--- src/swr_pkg.sv ---
package swr_pkg;

  localparam int unsigned InBytes   = 10;
  localparam int unsigned HalfBytes = 5;
  localparam int unsigned ByteIdxW  = $clog2(InBytes);

  typedef logic [InBytes-1:0][7:0] payload_t;
  typedef logic [InBytes-1:0]      keep_t;

  // "***End***" followed by a zero byte, byte 0 in the low lane
  localparam payload_t EndMark = {8'h00, 8'h2A, 8'h2A, 8'h2A, 8'h64,
                                  8'h6E, 8'h45, 8'h2A, 8'h2A, 8'h2A};

  typedef enum logic [1:0] {
    KindByte = 2'd0,
    KindAck  = 2'd1,
    KindEnd  = 2'd2
  } kind_e;

  // per-packet verdict from the checker
  typedef struct packed {
    logic        is_end;
    logic        pass;
    logic [15:0] sum;
    keep_t       keep;
  } check_t;

  // what the emitter needs to play out one packet
  typedef struct packed {
    logic        emit_bytes;
    kind_e       fin_kind;
    logic        ack_seq;
    logic [15:0] ack_check;
    logic        verdict;
  } load_t;

endpackage

--- src/swr_check.sv ---
module swr_check #(
  parameter int unsigned PAYLOAD_BYTES = 10
) (
  input  swr_pkg::payload_t payload_i,
  input  logic              seq_i,
  input  logic [15:0]       check_i,
  input  logic              expect_seq_i,
  output swr_pkg::check_t   result_o
);
  import swr_pkg::*;

  logic [18:0] acc;
  logic [16:0] fold1;
  logic [15:0] fold2;
  logic [15:0] sum;
  logic [7:0]  lo_b;
  logic [7:0]  hi_b;
  logic        alive;
  keep_t       keep;

  // little-endian words over the first PAYLOAD_BYTES bytes, odd byte alone
  always_comb begin
    acc = '0;
    for (int unsigned k = 0; k < InBytes / 2; k++) begin
      lo_b = (2 * k < PAYLOAD_BYTES) ? payload_i[2*k] : 8'h00;
      hi_b = (2 * k + 1 < PAYLOAD_BYTES) ? payload_i[2*k+1] : 8'h00;
      acc  = acc + {3'b000, hi_b, lo_b};
    end
  end

  // two end-around folds cover the worst-case carry
  assign fold1 = {1'b0, acc[15:0]} + {14'b0, acc[18:16]};
  assign fold2 = fold1[15:0] + {15'b0, fold1[16]};
  assign sum   = ~fold2;

  // keep: no zero byte so far within the current half
  always_comb begin
    alive = 1'b0;
    for (int unsigned i = 0; i < InBytes; i++) begin
      if (i % HalfBytes == 0) begin
        alive = (payload_i[i] != 8'h00);
      end else begin
        alive = alive & (payload_i[i] != 8'h00);
      end
      keep[i] = alive;
    end
  end

  assign result_o.is_end = (payload_i == EndMark);
  assign result_o.pass   = (sum == check_i) && (seq_i == expect_seq_i);
  assign result_o.sum    = sum;
  assign result_o.keep   = keep;

endmodule

--- src/swr_emit.sv ---
module swr_emit #(
  parameter int unsigned PAYLOAD_BYTES = 10
) (
  input  logic              clk_i,
  input  logic              rst_ni,
  input  logic              load_i,
  input  swr_pkg::load_t    info_i,
  input  swr_pkg::payload_t payload_i,
  input  swr_pkg::keep_t    keep_i,
  output logic              free_o,
  output logic              out_valid_o,
  input  logic              out_ready_i,
  output swr_pkg::kind_e    result_kind_o,
  output logic [7:0]        out_byte_o,
  output logic              byte_keep_o,
  output logic              ack_seq_o,
  output logic [15:0]       ack_check_o,
  output logic              verdict_o,
  output logic              last_of_run_o
);
  import swr_pkg::*;

  localparam int unsigned IdxW = $clog2(PAYLOAD_BYTES + 1);
  localparam logic [IdxW-1:0] FinIdx = IdxW'(PAYLOAD_BYTES);

  logic            active_q;
  logic [IdxW-1:0] idx_q;
  payload_t        bytes_q;
  keep_t           keep_q;
  load_t           info_q;

  logic                is_fin;
  logic                fire;
  logic [ByteIdxW-1:0] sel;

  assign is_fin = (idx_q == FinIdx);
  assign fire   = active_q & out_ready_i;
  assign free_o = ~active_q | (fire & is_fin);
  assign sel    = ByteIdxW'(idx_q);

  always_ff @(posedge clk_i or negedge rst_ni) begin
    if (!rst_ni) begin
      active_q <= 1'b0;
      idx_q    <= '0;
    end else if (load_i) begin
      active_q <= 1'b1;
      idx_q    <= info_i.emit_bytes ? '0 : FinIdx;
    end else if (fire) begin
      if (is_fin) begin
        active_q <= 1'b0;
      end else begin
        idx_q <= idx_q + 1'b1;
      end
    end
  end

  always_ff @(posedge clk_i) begin
    if (load_i) begin
      bytes_q <= payload_i;
      keep_q  <= keep_i;
      info_q  <= info_i;
    end
  end

  assign out_valid_o   = active_q;
  assign result_kind_o = is_fin ? info_q.fin_kind : KindByte;
  assign out_byte_o    = is_fin ? 8'h00 : bytes_q[sel];
  assign byte_keep_o   = is_fin ? 1'b0 : keep_q[sel];
  assign ack_seq_o     = is_fin ? info_q.ack_seq : 1'b0;
  assign ack_check_o   = is_fin ? info_q.ack_check : 16'h0000;
  assign verdict_o     = is_fin ? info_q.verdict : 1'b0;
  assign last_of_run_o = is_fin;

endmodule

--- src/stop_and_wait_receiver.sv ---
// Channel | Handshake                | Beat
// --------+--------------------------+---------------------------------------
// in      | in_valid_i / in_ready_o  | one packet: 10 bytes, seq, checksum
// out     | out_valid_o / out_ready_i| one result: byte, ack or end marker
//
// A packet sits in the input register and is judged and handed to the emitter
// once the emitter is free. An accepted packet plays out PAYLOAD_BYTES byte
// beats plus one ack beat; a rejected or end packet takes one beat, an ignored
// one (after end) none. The next packet is loaded in the cycle the final beat
// is taken. Reset clears ack state, end flag, valids. A stall on out_ready_i
// holds the current beat and backs up into in_ready_o.
module stop_and_wait_receiver #(
  parameter int unsigned PAYLOAD_BYTES = 10
) (
  input  logic        clk_i,
  input  logic        rst_ni,
  input  logic        in_valid_i,
  output logic        in_ready_o,
  input  logic [7:0]  payload_byte_0_i,
  input  logic [7:0]  payload_byte_1_i,
  input  logic [7:0]  payload_byte_2_i,
  input  logic [7:0]  payload_byte_3_i,
  input  logic [7:0]  payload_byte_4_i,
  input  logic [7:0]  payload_byte_5_i,
  input  logic [7:0]  payload_byte_6_i,
  input  logic [7:0]  payload_byte_7_i,
  input  logic [7:0]  payload_byte_8_i,
  input  logic [7:0]  payload_byte_9_i,
  input  logic        packet_seq_i,
  input  logic [15:0] packet_check_i,
  output logic        out_valid_o,
  input  logic        out_ready_i,
  output logic [1:0]  result_kind_o,
  output logic [7:0]  out_byte_o,
  output logic        byte_keep_o,
  output logic        ack_seq_o,
  output logic [15:0] ack_check_o,
  output logic        verdict_o,
  output logic        last_of_run_o
);
  import swr_pkg::*;

  // input register
  logic        in_valid_q;
  payload_t    pay_q;
  logic        seq_q;
  logic [15:0] check_q;

  // protocol state
  logic        ack_seq_q;
  logic [15:0] ack_check_q;
  logic        done_q;

  logic   in_fire;
  logic   free;
  logic   load;
  logic   emit_load;
  check_t chk;
  load_t  info;
  kind_e  kind;

  assign in_fire    = in_valid_i & in_ready_o;
  assign load       = in_valid_q & free;
  assign in_ready_o = ~in_valid_q | load;

  always_ff @(posedge clk_i or negedge rst_ni) begin
    if (!rst_ni) begin
      in_valid_q <= 1'b0;
    end else if (in_fire) begin
      in_valid_q <= 1'b1;
    end else if (load) begin
      in_valid_q <= 1'b0;
    end
  end

  always_ff @(posedge clk_i) begin
    if (in_fire) begin
      pay_q   <= {payload_byte_9_i, payload_byte_8_i, payload_byte_7_i,
                  payload_byte_6_i, payload_byte_5_i, payload_byte_4_i,
                  payload_byte_3_i, payload_byte_2_i, payload_byte_1_i,
                  payload_byte_0_i};
      seq_q   <= packet_seq_i;
      check_q <= packet_check_i;
    end
  end

  swr_check #(
    .PAYLOAD_BYTES(PAYLOAD_BYTES)
  ) u_check (
    .payload_i   (pay_q),
    .seq_i       (seq_q),
    .check_i     (check_q),
    .expect_seq_i(~ack_seq_q),
    .result_o    (chk)
  );

  // state moves when the packet is handed over, so the next one sees it
  always_ff @(posedge clk_i or negedge rst_ni) begin
    if (!rst_ni) begin
      ack_seq_q   <= 1'b0;
      ack_check_q <= 16'h0000;
      done_q      <= 1'b0;
    end else if (load && !done_q) begin
      if (chk.is_end) begin
        done_q <= 1'b1;
      end else if (chk.pass) begin
        ack_seq_q   <= ~ack_seq_q;
        ack_check_q <= chk.sum;
      end
    end
  end

  always_comb begin
    if (chk.is_end) begin
      info.emit_bytes = 1'b0;
      info.fin_kind   = KindEnd;
      info.ack_seq    = 1'b0;
      info.ack_check  = 16'h0000;
      info.verdict    = 1'b0;
    end else if (chk.pass) begin
      info.emit_bytes = 1'b1;
      info.fin_kind   = KindAck;
      info.ack_seq    = ~ack_seq_q;
      info.ack_check  = chk.sum;
      info.verdict    = 1'b0;
    end else begin
      // resend the stored ack
      info.emit_bytes = 1'b0;
      info.fin_kind   = KindAck;
      info.ack_seq    = ack_seq_q;
      info.ack_check  = ack_check_q;
      info.verdict    = 1'b1;
    end
  end

  // after the end marker packets are drained without results
  assign emit_load = load & ~done_q;

  swr_emit #(
    .PAYLOAD_BYTES(PAYLOAD_BYTES)
  ) u_emit (
    .clk_i        (clk_i),
    .rst_ni       (rst_ni),
    .load_i       (emit_load),
    .info_i       (info),
    .payload_i    (pay_q),
    .keep_i       (chk.keep),
    .free_o       (free),
    .out_valid_o  (out_valid_o),
    .out_ready_i  (out_ready_i),
    .result_kind_o(kind),
    .out_byte_o   (out_byte_o),
    .byte_keep_o  (byte_keep_o),
    .ack_seq_o    (ack_seq_o),
    .ack_check_o  (ack_check_o),
    .verdict_o    (verdict_o),
    .last_of_run_o(last_of_run_o)
  );

  assign result_kind_o = kind;

endmodule

--- config.mk ---
export PLATFORM = sky130hd
export DESIGN_NAME = stop_and_wait_receiver
export DESIGN_NICKNAME = d
export VERILOG_FILES = /design/src/swr_pkg.sv /design/src/swr_check.sv /design/src/swr_emit.sv /design/src/stop_and_wait_receiver.sv
export SDC_FILE = /design/constraint.sdc
export NUM_CORES = 1
export LEC_CHECK = 0
export ABC_AREA = 1
export BUFFER_PORTS_ARGS = -buffer_cell sky130_fd_sc_hd__buf_2
export CORE_AREA = 3 3 197 199
export DETAILED_ROUTE_END_ITERATION = 16
export DIE_AREA = 0 0 200 202
export PLACE_DENSITY = 0.5
export SLEW_MARGIN = 20
export SYNTH_ARGS = -nofsm -noshare
export SYNTH_HDL_FRONTEND = slang
export SYNTH_SLANG_ARGS = --single-unit
--- constraint.sdc ---
create_clock -name clk_i -period 7.75 [get_ports clk_i]
set_clock_uncertainty 0.05 [all_clocks]
set_input_delay 1.55 -clock clk_i [delete_from_list [all_inputs] [get_ports clk_i]]
set_output_delay 1.55 -clock clk_i [all_outputs]
set_load 0.05 [all_outputs]
==> results.ini <==
[placed_design]
gp_congestion = 0.8652
pre_cts_ws_ns = -0.9056
placed_cell_area_um2 = 15190
dpl.hpwl_um = 27970
port_buffers = 132
dp.cells = 2084

[detailed_routing]
routedWlPerCell_um = 17.12
drtPass1Iterations = 5
drtIter0Drc = 683
drtAntennaViolNets = 0
route.detailed.drc = 0
drt_wl_total_um = 38340
vias = 10671
routed_via_density = 4.766

[sta]
maxSlewHeadroom_pct = 38.24
setup_viol = 37
fin_crit_sh_pct = 110.2
finalMaxSlewViolations = 0
worst_pin_slew_ns = 0.9263
tns_ns = -24.80
setup_slack_ns = -0.7867
rsz0062_at_grt = true
hold_viol = 0
fmax_ghz = 0.1171
final.min_clock_period_ns = 8.537

[floorplanning]
core.rowCount = 71
die_h_um = 202
core_area_um2 = 37400
fp.dieW_um = 200
die_area_um2 = 40400
initial_utilization_pct = 34.53
ios = 133

[worst_setup_path]
critical_path_class = flop to flop
max_stage_delay_ns = 0.52
cp.required_ns = 8.00
slowest_stage = fa_1
cp.arrival_ns = 8.79
cp_common_cell = buf_4
cp-end-kind = flop
cp_max_fo = 8
start_kind = flop

[cells_and_area]
fin_nets = 1884
fin_cells = 2239
final_area_um2 = 17440
n_antenna_cell = 0
area_delta_synth_final_pct = 35.07
final_cell_mix = nand2_1 (264), buf_4 (234), edfxtp_1 (207)
layout_commonest_cell = nand2_1
drive_above_1_share_pct = 34.95

[synth]
synthCells = 1328
synth_xor_area_share_pct = 1.356
synthMuxAreaShare_pct = 1.008
ys_ff_latch = 231
yosys_warnings = 0
synth_edf_count = 207
synth_top_family_by_area = simple AND/OR/NAND/NOR gates
synthAdderAreaFrac_pct = 9.242
synth_compound_area_share_pct = 4.999
syn_area_um2 = 12910
synth_fp_nets = 1504
async_reset_ff_share_pct = 10.39
synth_area_per_cell_um2 = 9.725
seq_area_frac_synth_pct = 52.78
ys.flop_type = edfxtp_1
yosys.area_share.simple_pct = 23.32
synth.distinct_cells = 49

[global_routing]
grt_pass1_wl_um = 58920
grt_max_degree = 71
grt_pass1_vias = 10580
antenna_found_initial = 0
track_usage_pct = 18.87
grt_overflow_total = 0

[run]
drv_cap = 0

[clock_tree]
clock_path_buffers = 3
numClockSinks = 231
holdBufCountCts = 0
cts_inserted_buffers = 28
clockRootBuffer = clkbuf_16
cts_tree = built
clk_latency_ns = 0.56
clkTransAtPathRegs_ns = 0.06
ctsHtreeMaxLevel = 1

[status]
violations = negative setup slack
outcome = finished with violations

[worst_hold_path]
hp-class = flop to flop

-- cells in the mapped netlist (6+ instances only) --
cell type / instances / area share [%]
inv_2: 6 / 0.17
edfxtp_1: 207 / 48
o221ai_1: 14 / 0.95
nand2_2: 27 / 1.3
a21oi_1: 37 / 1.4
nor2_2: 7 / 0.34
nand3_1: 96 / 3.7
dfrtp_1: 24 / 4.7
nor2_4: 10 / 0.87
clkbuf_1: 16 / 0.47
mux2i_1: 13 / 1.0
o21ai_0: 30 / 1.2
nand3_2: 7 / 0.54
inv_1: 201 / 5.8
ha_1: 41 / 4.0
fa_1: 34 / 5.3
nor3_1: 6 / 0.23
nand2_1: 299 / 8.7
nand4_1: 39 / 1.9
nor2_1: 112 / 3.3
o211ai_1: 6 / 0.35
xor2_1: 17 / 1.2
nand3b_1: 6 / 0.35
nor4_1: 18 / 0.87
-- flip-flops by register name, summed over array words and instances, names as in the netlist --
register            count
pay_q                  80
seq_q                   1
in_valid_q              1
done_q                  1
u_emit.bytes_q         80
ack_check_q            16
u_emit.info_q          20
ack_seq_q               1
u_emit.idx_q            4
u_emit.keep_q          10
check_q                16
u_emit.out_valid_o      1
-- logic make-up (layout without fill, tap and decap cells) --
| kind of cell | Yosys count | count (layout) |
|---|---|---|
| AND/OR/NAND/NOR | 646 | 646 |
| AO/OA/AOI/OAI | 106 | 106 |
| flip-flops | 231 | 231 |
| XOR/XNOR | 20 | 20 |
| adder cells (fa/ha/maj) | 75 | 75 |
| buffers and inverters | 237 | 637 |
| multiplexers | 13 | 13 |
-- layout make-up --
cell class | instances | area (µm²)
Clock buffer | 34 | 733.2
Sequential cell | 231 | 6817
Clock inverter | 16 | 153.9
Timing Repair inverter | 1 | 7.507
Multi-Input combinational cell | 860 | 5762
Inverter | 211 | 804.5
Fill cell | 3584 | 19960
Tap cell | 511 | 639.4
Timing Repair Buffer | 375 | 2527
-- path summary, 6_finish.rpt --
kind,to,slack [ns],startpoint,cells after the start
worst max-delay path,u_emit.info_q[9],-0.79,pay_q[17],58
worst min-delay path,ack_check_q[2],0.43,ack_check_q[2],2
worst max register to register,u_emit.info_q[9],-0.79,pay_q[17],58
worst min register to register,ack_check_q[2],0.43,ack_check_q[2],2
max in group asynchronous,ack_check_q[13],6.30,rst_ni,1
min in group asynchronous,u_emit.out_valid_o,0.94,rst_ni,1
-- worst max-delay path: cells and delay by family, from the launching register on --
kind	cells	cell delay, ns
AO/OA/AOI/OAI	4	0.49
XOR/XNOR	2	0.23
adder cells (fa/ha/maj)	6	2.25
buffers and inverters	19	2.16
flip-flops	1	0.41
AND/OR/NAND/NOR	27	2.66
-- what timing repair did --
item	4_1_cts	5_1_grt
pin swaps	70	66
gates resized for setup	88	54
setup endpoints to repair	37	37
cloned	3	1
setup buffers	81	22
-- metal layers --
layer	routed length, µm	track usage, %
met5	0	0
met4	867	4.661
met3	1955	2.634
met2	17670	30.03
met1	17850	27.30
-- stage by stage --
stage | utilization (%) | hold slack (ns)
after detailed placement | 40.61 | 0.4152
after global routing | 46.64 | 0.4547
after floorplan | - | 0.3764
final | 46.64 | 0.4315
after global placement | 40.61 | 0.4047
after CTS | 45.65 | 0.4250
Power is not shown: default switching activity piles up to over one toggle a cycle in this logic, so the estimate is an artifact.
